File: src/rtl/tlbr_pkg.sv
`timescale 1ns / 1ps

package tlbr_pkg;

  localparam int TLB_SIZE_DEF  = 4;
  localparam int PAGE_SIZE_DEF = 128;

  localparam int ADDR_W  = 32;
  localparam int VPAGE_W = 25;
  localparam int PPAGE_W = 10;
  localparam int FLAG_W  = 3;
  localparam int AGE_W   = 16;
  localparam int LFSR_W  = 16;
  localparam int SLOT_W  = 2;
  localparam int POL_W   = 2;

  localparam logic [AGE_W-1:0]  AGE_MAX    = '1;
  localparam logic [LFSR_W-1:0] LFSR_SEED  = 16'hACE1;

  // replacement policy codes
  localparam logic [POL_W-1:0] POL_FIFO   = 2'd0;
  localparam logic [POL_W-1:0] POL_AGE    = 2'd1;
  localparam logic [POL_W-1:0] POL_RAND   = 2'd2;
  localparam logic [POL_W-1:0] POL_UNUSED = 2'd3;

  typedef struct packed {
    logic               valid;
    logic [VPAGE_W-1:0] vpage;
    logic [PPAGE_W-1:0] ppage;
    logic [FLAG_W-1:0]  flags;   // bit0 read-only, bit1 used, bit2 dirty
  } entry_t;

  // commit command broadcast to every cell
  typedef struct packed {
    logic write;    // load new entry into selected cell
    logic shift;    // FIFO: every cell takes its upper neighbour
    logic bump;     // saturating age increment
    logic clr_age;  // clear age of selected cell
  } cmd_t;

  typedef enum logic {
    ST_IDLE,
    ST_SCAN
  } state_t;

  // unused code behaves as largest-age
  function automatic logic [POL_W-1:0] eff_policy(input logic [POL_W-1:0] p);
    return (p == POL_UNUSED) ? POL_AGE : p;
  endfunction

  function automatic logic [LFSR_W-1:0] lfsr_next(input logic [LFSR_W-1:0] v);
    logic fb;
    fb = v[0] ^ v[2] ^ v[3] ^ v[5];
    return {fb, v[LFSR_W-1:1]};
  endfunction

endpackage

File: src/rtl/tlbr_cell.sv
`timescale 1ns / 1ps

// One TLB entry plus its age; also one stage of the victim search chain.
module tlbr_cell #(
  parameter int TLB_SIZE = 4,
  parameter int IDX      = 0,
  localparam int IdxW    = $clog2(TLB_SIZE)
) (
  input  logic                      clk,
  input  logic                      rst_n,
  input  tlbr_pkg::cmd_t            cmd,
  input  logic [IdxW-1:0]           sel_idx,
  input  tlbr_pkg::entry_t          new_ent,
  input  tlbr_pkg::entry_t          nbr_ent,
  output tlbr_pkg::entry_t          ent_o,
  input  logic                      free_i,
  input  logic [IdxW-1:0]           free_idx_i,
  input  logic [IdxW-1:0]           max_idx_i,
  input  logic [tlbr_pkg::AGE_W-1:0] max_age_i,
  output logic                      free_o,
  output logic [IdxW-1:0]           free_idx_o,
  output logic [IdxW-1:0]           max_idx_o,
  output logic [tlbr_pkg::AGE_W-1:0] max_age_o
);
  import tlbr_pkg::*;

  localparam logic [IdxW-1:0] MyIdx = IdxW'(IDX);

  entry_t           ent_r, ent_nxt;
  logic [AGE_W-1:0] age_r, age_nxt, age_inc;
  logic             mine, take;

  assign mine    = (sel_idx == MyIdx);
  assign age_inc = (age_r == AGE_MAX) ? age_r : age_r + 1'b1;
  // strict compare: ties stay with the lower index further up the chain
  assign take    = (age_inc > max_age_i);

  always_comb begin
    ent_nxt = ent_r;
    if (cmd.shift) begin
      ent_nxt = nbr_ent;
    end else if (cmd.write && mine) begin
      ent_nxt = new_ent;
    end
    age_nxt = age_r;
    if (cmd.clr_age && mine) begin
      age_nxt = '0;
    end else if (cmd.bump) begin
      age_nxt = age_inc;
    end
  end

  always_ff @(posedge clk) begin
    if (!rst_n) begin
      ent_r <= '0;
      age_r <= '0;
    end else begin
      ent_r <= ent_nxt;
      age_r <= age_nxt;
    end
  end

  // search record, free running
  always_ff @(posedge clk) begin
    free_o     <= free_i | ~ent_r.valid;
    free_idx_o <= free_i ? free_idx_i : MyIdx;
    max_idx_o  <= take ? MyIdx : max_idx_i;
    max_age_o  <= take ? age_inc : max_age_i;
  end

  assign ent_o = ent_r;

endmodule

File: src/rtl/tlbr_rand.sv
`timescale 1ns / 1ps

// LFSR, and the remainder of its next value by TLB_SIZE through a reciprocal
// multiply: start loads work_r, then quot_r and then rem_r are registered.
module tlbr_rand #(
  parameter int TLB_SIZE = 4,
  localparam int IdxW    = $clog2(TLB_SIZE)
) (
  input  logic            clk,
  input  logic            rst_n,
  input  logic            start,
  input  logic            step,
  output logic            done,
  output logic [IdxW-1:0] rnd_idx
);
  import tlbr_pkg::*;

  localparam int ProdW = LFSR_W + 32;
  // floor(2^32 / TLB_SIZE) + 1: the quotient is exact for every 16-bit value
  localparam logic [31:0]       Recip   = 32'((64'd1 << 32) / TLB_SIZE + 1);
  localparam logic [LFSR_W-1:0] Divisor = LFSR_W'(TLB_SIZE);

  logic [LFSR_W-1:0] lfsr_r, work_r, quot_r, rem_full;
  logic [ProdW-1:0]  prod;
  logic [IdxW-1:0]   rem_r;
  logic              q_pend_r, r_pend_r;

  assign prod     = {32'd0, work_r} * {{LFSR_W{1'b0}}, Recip};
  assign rem_full = work_r - quot_r * Divisor;

  always_ff @(posedge clk) begin
    if (!rst_n) begin
      lfsr_r   <= LFSR_SEED;
      q_pend_r <= 1'b0;
      r_pend_r <= 1'b0;
    end else begin
      if (step) begin
        lfsr_r <= lfsr_next(lfsr_r);
      end
      q_pend_r <= start;
      r_pend_r <= q_pend_r;
    end
  end

  always_ff @(posedge clk) begin
    if (start) begin
      work_r <= lfsr_next(lfsr_r);
    end
    if (q_pend_r) begin
      quot_r <= prod[ProdW-1:32];
    end
    if (r_pend_r) begin
      rem_r <= rem_full[IdxW-1:0];
    end
  end

  assign done    = ~(q_pend_r | r_pend_r);
  assign rnd_idx = rem_r;

endmodule

File: src/rtl/tlb_refill_replacement.sv
`timescale 1ns / 1ps

// TLB refill with selectable victim choice.
// in_ channel: one transaction per TLB miss - faulting address and the fetched
//   page-table entry. in_tuser carries the entry's valid bit; when it is low
//   the result flags a page fault and nothing in the TLB changes.
// out_ channel: one transaction per miss - slot written, eviction flag and the
//   displaced virtual page; out_tuser is the page-fault flag.
// cfg_ port: policy register (0 FIFO shift, 1 largest age, 2 LFSR random,
//   3 as 1), reset value 1. Write it only while no miss is in flight.
// Each entry sits in a cell of a chain; a search record (first free slot,
// oldest slot) ripples one cell per cycle, so a miss is accepted, scanned as
// the record runs the length of the chain, and committed. Under the random
// policy the commit also waits for the remainder of the LFSR by TLB_SIZE
// (reciprocal multiply). One miss at a time.
// The result sits in an output register; the next miss is taken while it
// waits, but its commit holds until out_tready frees that register.
// Reset (rst_n low, synchronous) empties the TLB, zeroes the ages, loads the
// LFSR with 0xACE1 and selects policy 1. PAGE_SIZE must be a power of two.
module tlb_refill_replacement
  import tlbr_pkg::*;
#(
  parameter int TLB_SIZE  = TLB_SIZE_DEF,
  parameter int PAGE_SIZE = PAGE_SIZE_DEF
) (
  input  logic        clk,
  input  logic        rst_n,
  input  logic        cfg_wr_en,
  input  logic [1:0]  cfg_wr_data,
  input  logic        in_tvalid,
  output logic        in_tready,
  // bad_address[31:0], refill_physical_page[41:32], refill_read_only[42],
  // refill_used[43], refill_dirty[44], zero pad[47:45]
  input  logic [47:0] in_tdata,
  // refill_valid[0]
  input  logic        in_tuser,
  output logic        out_tvalid,
  input  logic        out_tready,
  // slot[1:0], evicted[2], evicted_virtual_page[27:3], zero pad[31:28]
  output logic [31:0] out_tdata,
  // page_fault[0]
  output logic        out_tuser
);

  localparam int IdxW      = $clog2(TLB_SIZE);
  localparam int PageShift = $clog2(PAGE_SIZE);
  localparam logic [IdxW-1:0] LastIdx = IdxW'(TLB_SIZE - 1);

  // control
  state_t          state_r, state_nxt;
  logic [IdxW-1:0] cnt_r, cnt_nxt;
  logic [POL_W-1:0] pol_r, pol;
  logic            acc, commit, scan_done, out_free;

  // captured miss
  logic [ADDR_W-1:0]  addr_r;
  logic               rvalid_r;
  logic [PPAGE_W-1:0] ppage_r;
  logic [FLAG_W-1:0]  flags_r;
  logic [ADDR_W-1:0]  addr_sh;
  entry_t             new_ent;

  // result register
  logic               out_tvalid_r;
  logic [SLOT_W-1:0]  out_slot_r;
  logic               out_fault_r, out_ev_r;
  logic [VPAGE_W-1:0] out_vpage_r;

  // chain
  entry_t           ent_q [TLB_SIZE];
  logic             rec_free [TLB_SIZE];
  logic [IdxW-1:0]  rec_free_idx [TLB_SIZE];
  logic [IdxW-1:0]  rec_max_idx [TLB_SIZE];
  logic [AGE_W-1:0] rec_max_age [TLB_SIZE];
  cmd_t             cmd;
  logic [IdxW-1:0]  chosen, ev_idx, rnd_idx;
  logic             evict, rnd_done, rnd_step;

  assign pol       = eff_policy(pol_r);
  assign in_tready = (state_r == ST_IDLE);
  assign acc       = in_tvalid & in_tready;
  assign out_free  = ~out_tvalid_r | out_tready;
  assign scan_done = (cnt_r == LastIdx) && ((pol != POL_RAND) || rnd_done);

  always_comb begin
    state_nxt = state_r;
    cnt_nxt   = cnt_r;
    commit    = 1'b0;
    unique case (state_r)
      ST_IDLE: begin
        if (acc) begin
          state_nxt = ST_SCAN;
          cnt_nxt   = '0;
        end
      end
      ST_SCAN: begin
        if (cnt_r != LastIdx) begin
          cnt_nxt = cnt_r + 1'b1;
        end
        if (scan_done && out_free) begin
          commit    = 1'b1;
          state_nxt = ST_IDLE;
        end
      end
      default: state_nxt = ST_IDLE;
    endcase
  end

  always_ff @(posedge clk) begin
    if (!rst_n) begin
      state_r <= ST_IDLE;
      cnt_r   <= '0;
      pol_r   <= POL_AGE;
    end else begin
      state_r <= state_nxt;
      cnt_r   <= cnt_nxt;
      if (cfg_wr_en) begin
        pol_r <= cfg_wr_data;
      end
    end
  end

  always_ff @(posedge clk) begin
    if (acc) begin
      addr_r   <= in_tdata[31:0];
      rvalid_r <= in_tuser;
      ppage_r  <= in_tdata[41:32];
      flags_r  <= in_tdata[44:42];
    end
  end

  assign addr_sh = addr_r >> PageShift;
  assign new_ent = '{valid: 1'b1, vpage: addr_sh[VPAGE_W-1:0], ppage: ppage_r,
                     flags: flags_r};

  // victim choice from the record leaving the last cell
  assign evict = ~rec_free[TLB_SIZE-1];

  always_comb begin
    priority if (!evict) begin
      chosen = rec_free_idx[TLB_SIZE-1];
    end else if (pol == POL_FIFO) begin
      chosen = LastIdx;
    end else if (pol == POL_RAND) begin
      chosen = rnd_idx;
    end else begin
      chosen = rec_max_idx[TLB_SIZE-1];
    end
  end

  // FIFO displaces slot 0 before the shift
  assign ev_idx = (pol == POL_FIFO) ? '0 : chosen;

  assign cmd.write   = commit & rvalid_r;
  assign cmd.shift   = cmd.write & evict & (pol == POL_FIFO);
  assign cmd.bump    = cmd.write & (pol != POL_FIFO);
  assign cmd.clr_age = cmd.write & (pol == POL_AGE);
  assign rnd_step    = cmd.write & evict & (pol == POL_RAND);

  genvar gi;
  generate
    for (gi = 0; gi < TLB_SIZE; gi++) begin : g_cell
      entry_t           nbr;
      logic             free_in;
      logic [IdxW-1:0]  free_idx_in, max_idx_in;
      logic [AGE_W-1:0] max_age_in;

      if (gi == TLB_SIZE - 1) begin : g_top
        assign nbr = new_ent;
      end else begin : g_mid
        assign nbr = ent_q[gi+1];
      end

      if (gi == 0) begin : g_head
        assign free_in     = 1'b0;
        assign free_idx_in = '0;
        assign max_idx_in  = '0;
        assign max_age_in  = '0;
      end else begin : g_link
        assign free_in     = rec_free[gi-1];
        assign free_idx_in = rec_free_idx[gi-1];
        assign max_idx_in  = rec_max_idx[gi-1];
        assign max_age_in  = rec_max_age[gi-1];
      end

      tlbr_cell #(
        .TLB_SIZE (TLB_SIZE),
        .IDX      (gi)
      ) u_cell (
        .clk        (clk),
        .rst_n      (rst_n),
        .cmd        (cmd),
        .sel_idx    (chosen),
        .new_ent    (new_ent),
        .nbr_ent    (nbr),
        .ent_o      (ent_q[gi]),
        .free_i     (free_in),
        .free_idx_i (free_idx_in),
        .max_idx_i  (max_idx_in),
        .max_age_i  (max_age_in),
        .free_o     (rec_free[gi]),
        .free_idx_o (rec_free_idx[gi]),
        .max_idx_o  (rec_max_idx[gi]),
        .max_age_o  (rec_max_age[gi])
      );
    end
  endgenerate

  tlbr_rand #(
    .TLB_SIZE (TLB_SIZE)
  ) u_rand (
    .clk     (clk),
    .rst_n   (rst_n),
    .start   (acc),
    .step    (rnd_step),
    .done    (rnd_done),
    .rnd_idx (rnd_idx)
  );

  // result register
  always_ff @(posedge clk) begin
    if (!rst_n) begin
      out_tvalid_r <= 1'b0;
    end else if (commit) begin
      out_tvalid_r <= 1'b1;
    end else if (out_tready) begin
      out_tvalid_r <= 1'b0;
    end
  end

  always_ff @(posedge clk) begin
    if (commit) begin
      out_fault_r <= ~rvalid_r;
      out_slot_r  <= rvalid_r ? SLOT_W'(chosen) : '0;
      out_ev_r    <= rvalid_r & evict;
      out_vpage_r <= (rvalid_r && evict) ? ent_q[ev_idx].vpage : '0;
    end
  end

  assign out_tvalid = out_tvalid_r;
  assign out_tdata  = {4'b0, out_vpage_r, out_ev_r, out_slot_r};
  assign out_tuser  = out_fault_r;

  // a new result only appears at the end of a scan
  a_rise_after_scan: assert property (@(posedge clk) disable iff (!rst_n)
    $rose(out_tvalid) |-> $past(state_r == ST_SCAN))
    else $error("result raised without a finished scan");

  // page faults never report a slot or an eviction
  a_fault_clean: assert property (@(posedge clk) disable iff (!rst_n)
    (out_tvalid && out_tuser) |-> (out_tdata[27:0] == 28'd0))
    else $error("page fault result carries slot or eviction");

  // the slot written by a commit holds a valid entry afterwards
  a_slot_valid: assert property (@(posedge clk) disable iff (!rst_n)
    cmd.write |=> ent_q[$past(chosen)].valid)
    else $error("written slot not valid");

  // an eviction is only reported while the first and last slots hold valid entries
  a_evict_full: assert property (@(posedge clk) disable iff (!rst_n)
    (commit && rvalid_r && evict) |-> ent_q[0].valid && ent_q[TLB_SIZE-1].valid)
    else $error("eviction while a slot was free");

endmodule
File: config.mk
export PLATFORM = sky130hd
export DESIGN_NAME = tlb_refill_replacement
export DESIGN_NICKNAME = d
export VERILOG_FILES = /design/src/rtl/tlbr_pkg.sv /design/src/rtl/tlbr_cell.sv /design/src/rtl/tlbr_rand.sv /design/src/rtl/tlb_refill_replacement.sv
export SDC_FILE = /design/constraint.sdc
export NUM_CORES = 1
export LEC_CHECK = 0
export BUFFER_PORTS_ARGS = -buffer_cell sky130_fd_sc_hd__buf_4
export CORE_ASPECT_RATIO = 1.2
export CORE_MARGIN = 3
export CORE_UTILIZATION = 45
export CTS_BUF_LIST = sky130_fd_sc_hd__clkbuf_4 sky130_fd_sc_hd__clkbuf_8
export CTS_CLUSTER_SIZE = 30
export DETAILED_ROUTE_END_ITERATION = 10
export GPL_TIMING_DRIVEN = 0
export PLACE_DENSITY = 0.71
export SYNTH_ARGS = -nofsm -noshare
export SYNTH_HDL_FRONTEND = slang
export SYNTH_SLANG_ARGS = --single-unit
File: constraint.sdc
create_clock -name clk -period 6.5 [get_ports clk]
set_input_delay 0.325 -clock clk [delete_from_list [all_inputs] [get_ports clk]]
set_output_delay 0.325 -clock clk [all_outputs]
set_load 0.01 [all_outputs]
==> impl_metrics.py, run 1 <==
metrics = {
    "outcome": {
        "status": "completed",
    },
    "sta": {
        "slew_violations": 0,
        "min_period_over_period": 0.679,
        "rsz0062_at_grt": "no",
        "finClkSkew_ns": 0.0114,
        "finalHoldViolCount": 0,
        "whs_ns": 0.0297,
        "tightest_slew_ns": 1.14,
        "min_period_ns": 4.41,
        "max-slew-margin-rel": 0.237,
        "fin_tns_setup_ns": 0,
        "fmax_ghz": 0.227,
        "finalSetupViolCount": 0,
    },
    "clocking": {
        "cts_resized": 0,
        "cts_htree_levels": 2,
        "worst_skew_pair.late_latency_ns": 0.59,
        "ctsHoldBuffers": 29,
        "root_buffer": "clkbuf_8",
        "clk_path_buf_depth": 3,
        "post_cts_buffers": 0,
        "clk_pin_slew_ns": 0.06,
        "cts_buffers": 50,
        "clock_sinks": 313,
        "cts_tree": "built",
    },
    "setup_path": {
        "path_max_fanout": 10,
        "rr_startpoint": "g_cell[2].u_cell.age_r[0]$_SDFFE_PP0P_",
        "end_kind": "register",
        "path_delay_family": "simple AND/OR/NAND/NOR gates",
        "slowest_delay_ns": 0.53,
        "critical_path.cell_chain": "ha_1, nand3_1, or3_1, nor2_1, mux2i_1, inv_1, ha_1, nand4_1, nor4_1, a21oi_1, a22oi_2, buf_4, mux2_2",
        "cpMostUsedCell": "ha_1",
        "critPathKind": "reg2reg",
        "worst-r2r-cell-count": 13,
        "slowest_stage": "nor4_1",
        "critical_path_depth": 13,
        "start_kind": "register",
        "required_ns": 6.97,
        "path_buf_inv": 2,
        "timing.rr.end": "g_cell[2].u_cell.max_age_o[14]$_DFF_P_",
        "ff2ff_setup_slack_ns": 2.09,
        "cp.arrival_ns": 4.88,
        "cp-startpoint": "g_cell[2].u_cell.age_r[0]$_SDFFE_PP0P_",
        "endpoint": "g_cell[2].u_cell.max_age_o[14]$_DFF_P_",
    },
    "grt": {
        "grt_max_degree": 33,
        "grt_pass1_wl_um": 58100,
        "grt_pass1_vias": 11700,
        "grt.total_usage": 0.205,
        "overflow": 0,
        "antenna_found_initial": 0,
    },
    "synth": {
        "synth.most_common_cell": "dfxtp_1",
        "syn-cell-area_sq_mm": 0.0147,
        "synthesis.instances": 1562,
        "syn_avg_cell_area_sq_um": 9.44,
        "synth_seq_cells": 313,
        "synth_area_leaders": "dfxtp_1, edfxtp_1, mux2i_1, a21oi_1, ha_1",
        "synth_cell_types": 62,
        "ys_seq_area_frac": 0.465,
        "synth_edf_count": 59,
        "yosys.area.top_type": "dfxtp_1",
        "synth-main-ff-cell": "dfxtp_1",
        "synthTopCellsByCount": "dfxtp_1, nand2_1, a21oi_1",
        "synth_top_area_frac": 0.345,
        "yosys_warnings": 0,
        "synthArstFlopShare": 0,
    },
    "floorplanning": {
        "core_area_sq_mm": 0.0323,
        "dieArea_sq_mm": 0.0350,
        "pin_count": 91,
        "initial_core_util": 0.457,
        "die_h_um": 204,
        "num_rows": 72,
        "die_x_um": 171,
    },
    "routing": {
        "antenna_left": 0,
        "drc": 0,
        "wl_per_cell_um": 16.5,
        "drtIter0Drc": 751,
        "routed_wl_um": 35500,
        "dr.pass1.iters": 5,
        "vias": 11600,
        "viasPerCell": 5.39,
    },
    "placement": {
        "dp_hpwl_um": 25300,
        "place.gp.congestion": 0.901,
        "portBuffers": 63,
        "place_area_sq_mm": 0.0158,
    },
    "power_and_ir_drop": {
        "p_total_mw": 3.79,
        "powerDensity_mw_per_mm2": 222,
        "leakage_nw": 6.22,
        "peakVddDrop_v": 0.000159,
    },
    "hold_path": {
        "hp-class": "in2reg",
    },
    "finish": {
        "diodes": 0,
        "layout-drive-gt1-share": 0.144,
        "stdcell_area_sq_mm": 0.0170,
        "syn_to_final_growth_pct": 15.6,
        "num-nets-final": 1818,
    },
    "flow_run": {
        "maxCapViolCount": 0,
    },
}
area by class of cell:
class / instances / area [sq um]
Buffer: 97 / 457
Timing Repair Buffer: 92 / 763
Multi-Input combinational cell: 1091 / 7210
Clock inverter: 24 / 144
Fill cell: 2885 / 15200
Clock buffer: 68 / 861
Sequential cell: 313 / 6860
Tap cell: 407 / 509
Inverter: 64 / 240
worst min-delay path: stages:
cell	delay, ns
buf_4	0.10
o21ai_0	0.08
nor2_1	0.08
cells by family (layout without fill, tap and decap cells):
logic type      after synthesis  count (layout)  synth area share
compound gates              379             379             0.147
fa+ha+maj                    53              53            0.0450
simple gates                415             415             0.133
mux                         170             170             0.120
xor+xnor                     70              70            0.0416
buf+inv                     161             345            0.0473
flops                       313             313             0.465
other cells                   1               4          0.000254
power breakdown:
group / internal, mW / leakage [nW] / switching (mW)
Clock: 0.904 / 0.542 / 0.788
Combinational: 0.0431 / 3.04 / 0.0479
Sequential: 1.99 / 2.65 / 0.0146
registers in the layout (all words and copies together), names as in the netlist, 2 cells and up:
signal                    cells
u_rand.work_r                 2
g_cell.u_cell.free_idx_o      5
u_rand.rnd_idx                2
g_cell.u_cell.max_idx_o       5
pol_r                         2
out_slot_r                    2
u_rand.lfsr_r                16
g_cell.u_cell.max_age_o      48
cnt_r                         2
out_vpage_r                  25
g_cell.u_cell.free_o          4
g_cell.u_cell.age_r          64
g_cell.u_cell.ent_o         104
addr_r                       25
how the worst min path moves through the flow:
stage                                                  from                              end  slack, ns  depth (start not counted)
finish                                            in_tvalid               state_r$_SDFF_PN0_       0.03                          3
global route                                      in_tvalid               state_r$_SDFF_PN0_      0.005                          3
CTS                                               in_tvalid               state_r$_SDFF_PN0_    0.00009                          3
detailed placement  g_cell[0].u_cell.ent_o[38]$_SDFFE_PN0P_  g_cell[0].u_cell.free_o$_DFF_P_       0.36                          1
global placement    g_cell[0].u_cell.ent_o[38]$_SDFFE_PN0P_  g_cell[0].u_cell.free_o$_DFF_P_       0.36                          1
floorplan           g_cell[0].u_cell.ent_o[38]$_SDFFE_PN0P_  g_cell[0].u_cell.free_o$_DFF_P_       0.35                          1
cells in the final DEF, fill, tap and decap left out, drive strengths merged, types with 4 or more instances in the layout:
master | Yosys | routed
or3 | 10 | 10
dlygate4sd3 | 0 | 29
nor3 | 24 | 24
nor2b | 14 | 14
nand2 | 162 | 162
xnor2 | 41 | 41
a211oi | 5 | 5
and3 | 11 | 11
o21bai | 4 | 4
mux2 | 57 | 57
nand3 | 52 | 52
ha | 53 | 53
a21boi | 34 | 34
and2 | 11 | 11
xor2 | 29 | 29
a21o | 4 | 4
nor4 | 5 | 5
inv | 64 | 65
dfxtp | 254 | 254
nand2b | 9 | 9
conb | 1 | 4
clkinv | 0 | 21
mux2i | 113 | 113
nand4 | 23 | 23
nor2 | 83 | 83
clkbuf | 66 | 134
buf | 31 | 94
o21a | 7 | 7
a311oi | 13 | 13
edfxtp | 59 | 59
a21oi | 159 | 159
a31oi | 6 | 6
o21ai | 129 | 129
per-stage QoR:
step,util,instances,worst slack [ns]
6_report,0.529,2156,2.09
5_1_grt,0.529,2156,1.81
4_1_cts,0.529,2156,2.15
3_5_place_dp,0.488,2035,2.19
3_3_place_gp,0.488,2035,2.23
2_1_floorplan,-,1565,2.76
routing by layer:
layer / part of all wire / global-route usage / routed length (um) / vias up
met5: 0 / 0 / 0 / -
met4: 0.040 / 0.0920 / 1410 / 0
met3: 0.036 / 0.0315 / 1280 / 98
met2: 0.50 / 0.364 / 17800 / 225
met1: 0.42 / 0.242 / 15000 / 5486
li1: - / - / - / 5803
Power figures use the tool's default switching activity.
==> run 2, diff against run 1 <==
- PLACE_DENSITY: 0.71 -> 0.73
- clock period: 6.5 -> 3.9 ns (I/O delays scaled with it)
==> run 2 against run 1 <==
Power grew 76%. Setup slack lost 1.8 ns. Critical path depth is the same. Final cell count grew 0.46%. Register-to-register slack lost 1.8 ns. Count of clock-buffer cells in the layout shrank 4. Die area is the same. Routed wire length grew 1.9%. Combinational power grew 71%. Highest routed layer unchanged.
==> impl_metrics.py, run 2 (same netlist as run 1, synthesis figures left out) <==
metrics = {
    "setup_path": {
        "cp-startpoint": "g_cell[2].u_cell.age_r[0]$_SDFFE_PP0P_",
        "end_kind": "register",
        "required_ns": 4.35,
        "path_delay_family": "simple AND/OR/NAND/NOR gates",
        "endpoint": "g_cell[2].u_cell.max_age_o[3]$_DFF_P_",
        "worst-r2r-cell-count": 13,
        "ff2ff_setup_slack_ns": 0.24,
        "rr_startpoint": "g_cell[2].u_cell.age_r[0]$_SDFFE_PP0P_",
        "critical_path_depth": 13,
        "slowest_delay_ns": 0.45,
        "slowest_stage": "or3_4",
        "cp.arrival_ns": 4.11,
        "path_max_fanout": 8,
        "start_kind": "register",
        "critPathKind": "reg2reg",
        "critical_path.cell_chain": "ha_2, nand3_4, or3_4, nor2_1, mux2i_2, inv_1, ha_1, nand4_1, nor4_2, a21oi_1, a22oi_2, buf_4, mux2_2",
        "timing.rr.end": "g_cell[2].u_cell.max_age_o[3]$_DFF_P_",
        "path_buf_inv": 2,
    },
    "sta": {
        "rsz0062_at_grt": "no",
        "finalHoldViolCount": 0,
        "slew_violations": 0,
        "max-slew-margin-rel": 0.176,
        "tightest_slew_ns": 1.23,
        "min_period_over_period": 0.937,
        "min_period_ns": 3.66,
        "finClkSkew_ns": 0.0374,
        "fmax_ghz": 0.274,
        "finalSetupViolCount": 0,
    },
    "finish": {
        "final_cell_mix": "dfxtp_1, nand2_1, a21oi_1",
        "stdcell_area_sq_mm": 0.0173,
        "layout_commonest_cell": "dfxtp_1",
        "layout-drive-gt1-share": 0.152,
        "diodes": 0,
        "n_fill_cell": 2857,
        "num-nets-final": 1825,
        "syn_to_final_growth_pct": 17.4,
        "fin_util": 0.537,
        "largest_reg_flops": 104,
    },
    "floorplanning": {
        "dieArea_sq_mm": 0.0350,
        "pin_count": 91,
        "die_x_um": 171,
        "die_h_um": 204,
        "core_area_sq_mm": 0.0323,
        "num_rows": 72,
        "initial_core_util": 0.457,
    },
    "clocking": {
        "clock_sinks": 313,
        "clk_pin_slew_ns": 0.07,
        "root_buffer": "clkbuf_8",
        "cts_tree": "built",
        "worst_skew_pair.late_latency_ns": 0.60,
        "clk_path_buf_depth": 3,
        "cts_buffers": 51,
        "cts_htree_levels": 2,
    },
    "grt": {
        "antenna_found_initial": 0,
        "grt_pass1_vias": 11700,
        "grt_pass1_wl_um": 58700,
        "grt_max_degree": 33,
        "grt.total_usage": 0.206,
        "overflow": 0,
    },
    "outcome": {
        "status": "completed",
    },
    "routing": {
        "drtIter0Drc": 687,
        "drc": 0,
        "routed_wl_um": 36200,
        "dr.pass1.iters": 7,
        "wl_per_cell_um": 16.7,
        "vias": 11700,
        "antenna_left": 0,
        "viasPerCell": 5.42,
    },
    "power_and_ir_drop": {
        "pwr-share-clk": 0.476,
        "peakVddDrop_v": 0.000307,
        "seqPwrFrac": 0.500,
        "comb_power_share": 0.023,
        "switching_power_mw": 1.47,
        "netSwitchingFraction": 0.220,
        "p_int_mw": 5.20,
        "powerDensity_mw_per_mm2": 385,
        "leakage_nw": 6.35,
    },
    "hold_path": {
        "hp-class": "in2reg",
        "hp-start": "rst_n",
    },
    "flow_run": {
        "maxCapViolCount": 0,
    },
    "placement": {
        "place_area_sq_mm": 0.0158,
        "dp_hpwl_um": 25400,
        "place.gp.congestion": 0.879,
        "portBuffers": 63,
    },
}
==> run 2: changes by cell type in the layout (fill, tap and decap cells not counted), moves of 2 or more <==
cell	previous run	this run
buf_4	75	78
inv_6	0	2
dlygate4sd3_1	29	32
clkinvlp_4	1	3
nand3_4	0	2
clkbuf_4	12	10
clkinv_1	8	6
bufinv_16	1	6
==> run 2: repair_timing <==
action                                  in CTS  in global routing
endpoints found under the setup margin      27                 34
pin swaps                                    2                  0
endpoints found under the hold margin       31                  0
gates resized for setup                      2                 11
setup buffers                                2                  1
hold buffers                                32                  0
==> run 2: layout make-up <==
| type | instances | area (sq um) | share of cell area |
|---|---|---|---|
| Timing Repair Buffer | 98 | 816 | 0.0471 |
| Buffer | 97 | 459 | 0.0265 |
| Inverter | 64 | 240 | 0.0139 |
| Multi-Input combinational cell | 1091 | 7280 | 0.420 |
| Clock inverter | 32 | 328 | 0.0189 |
| Sequential cell | 313 | 6860 | 0.396 |
| Tap cell | 407 | 509 | 0.0294 |
| Clock buffer | 64 | 825 | 0.0476 |
==> run 2: power groups by stage <==
stage	combinational, mW	clock (mW)	sequential (mW)
final	0.156	3.18	3.34
after global routing	0.172	3.39	3.34
after CTS	0.156	3.24	3.34
after detailed placement	0.129	0	3.41
after global placement	0.125	0	3.41
after floorplan	0.0720	0	3.40
==> run 2: worst reg2reg max path, stage by stage, from the launching register on <==
cell and delay (ns):
dfxtp_1 0.41, ha_2 0.28, nand3_4 0.15, or3_4 0.46, nor2_1 0.17, mux2i_2 0.30, inv_1 0.07, ha_1 0.27
nand4_1 0.15, nor4_2 0.37, a21oi_1 0.13, a22oi_2 0.17, buf_4 0.21, mux2_2 0.38
==> run 2: layer usage <==
metal  track usage  part of all wire
met5             0                 0
met2         0.375              0.51
met4        0.0796             0.031
met3        0.0304             0.038
met1         0.244              0.42
==> run 2: stage by stage <==
stage	total power, mW	setup TNS (ns)	worst slack [ns]	instances	hold slack (ns)
3_3_place_gp	3.53	-4.27	-0.322	2035	0.362
6_report	6.67	0	0.244	2166	0.166
5_1_grt	6.90	0	0.0331	2166	0.172
2_1_floorplan	3.47	0	0.156	1565	0.294
4_1_cts	6.73	0	0.0190	2165	0.117
3_5_place_dp	3.54	-6.06	-0.409	2035	0.367
==> run 2: worst min-delay path by stage <==
stage / depth (start not counted) / to / slack [ns]
after detailed placement: 1 / g_cell[0].u_cell.free_o$_DFF_P_ / 0.37
after global routing: 3 / g_cell[3].u_cell.age_r[9]$_SDFFE_PP0P_ / 0.17
final: 3 / g_cell[3].u_cell.age_r[9]$_SDFFE_PP0P_ / 0.17
after global placement: 1 / g_cell[0].u_cell.free_o$_DFF_P_ / 0.36
after floorplan: 0 / addr_r[10]$_DFFE_PP_ / 0.29
after CTS: 3 / g_cell[3].u_cell.age_r[9]$_SDFFE_PP0P_ / 0.12
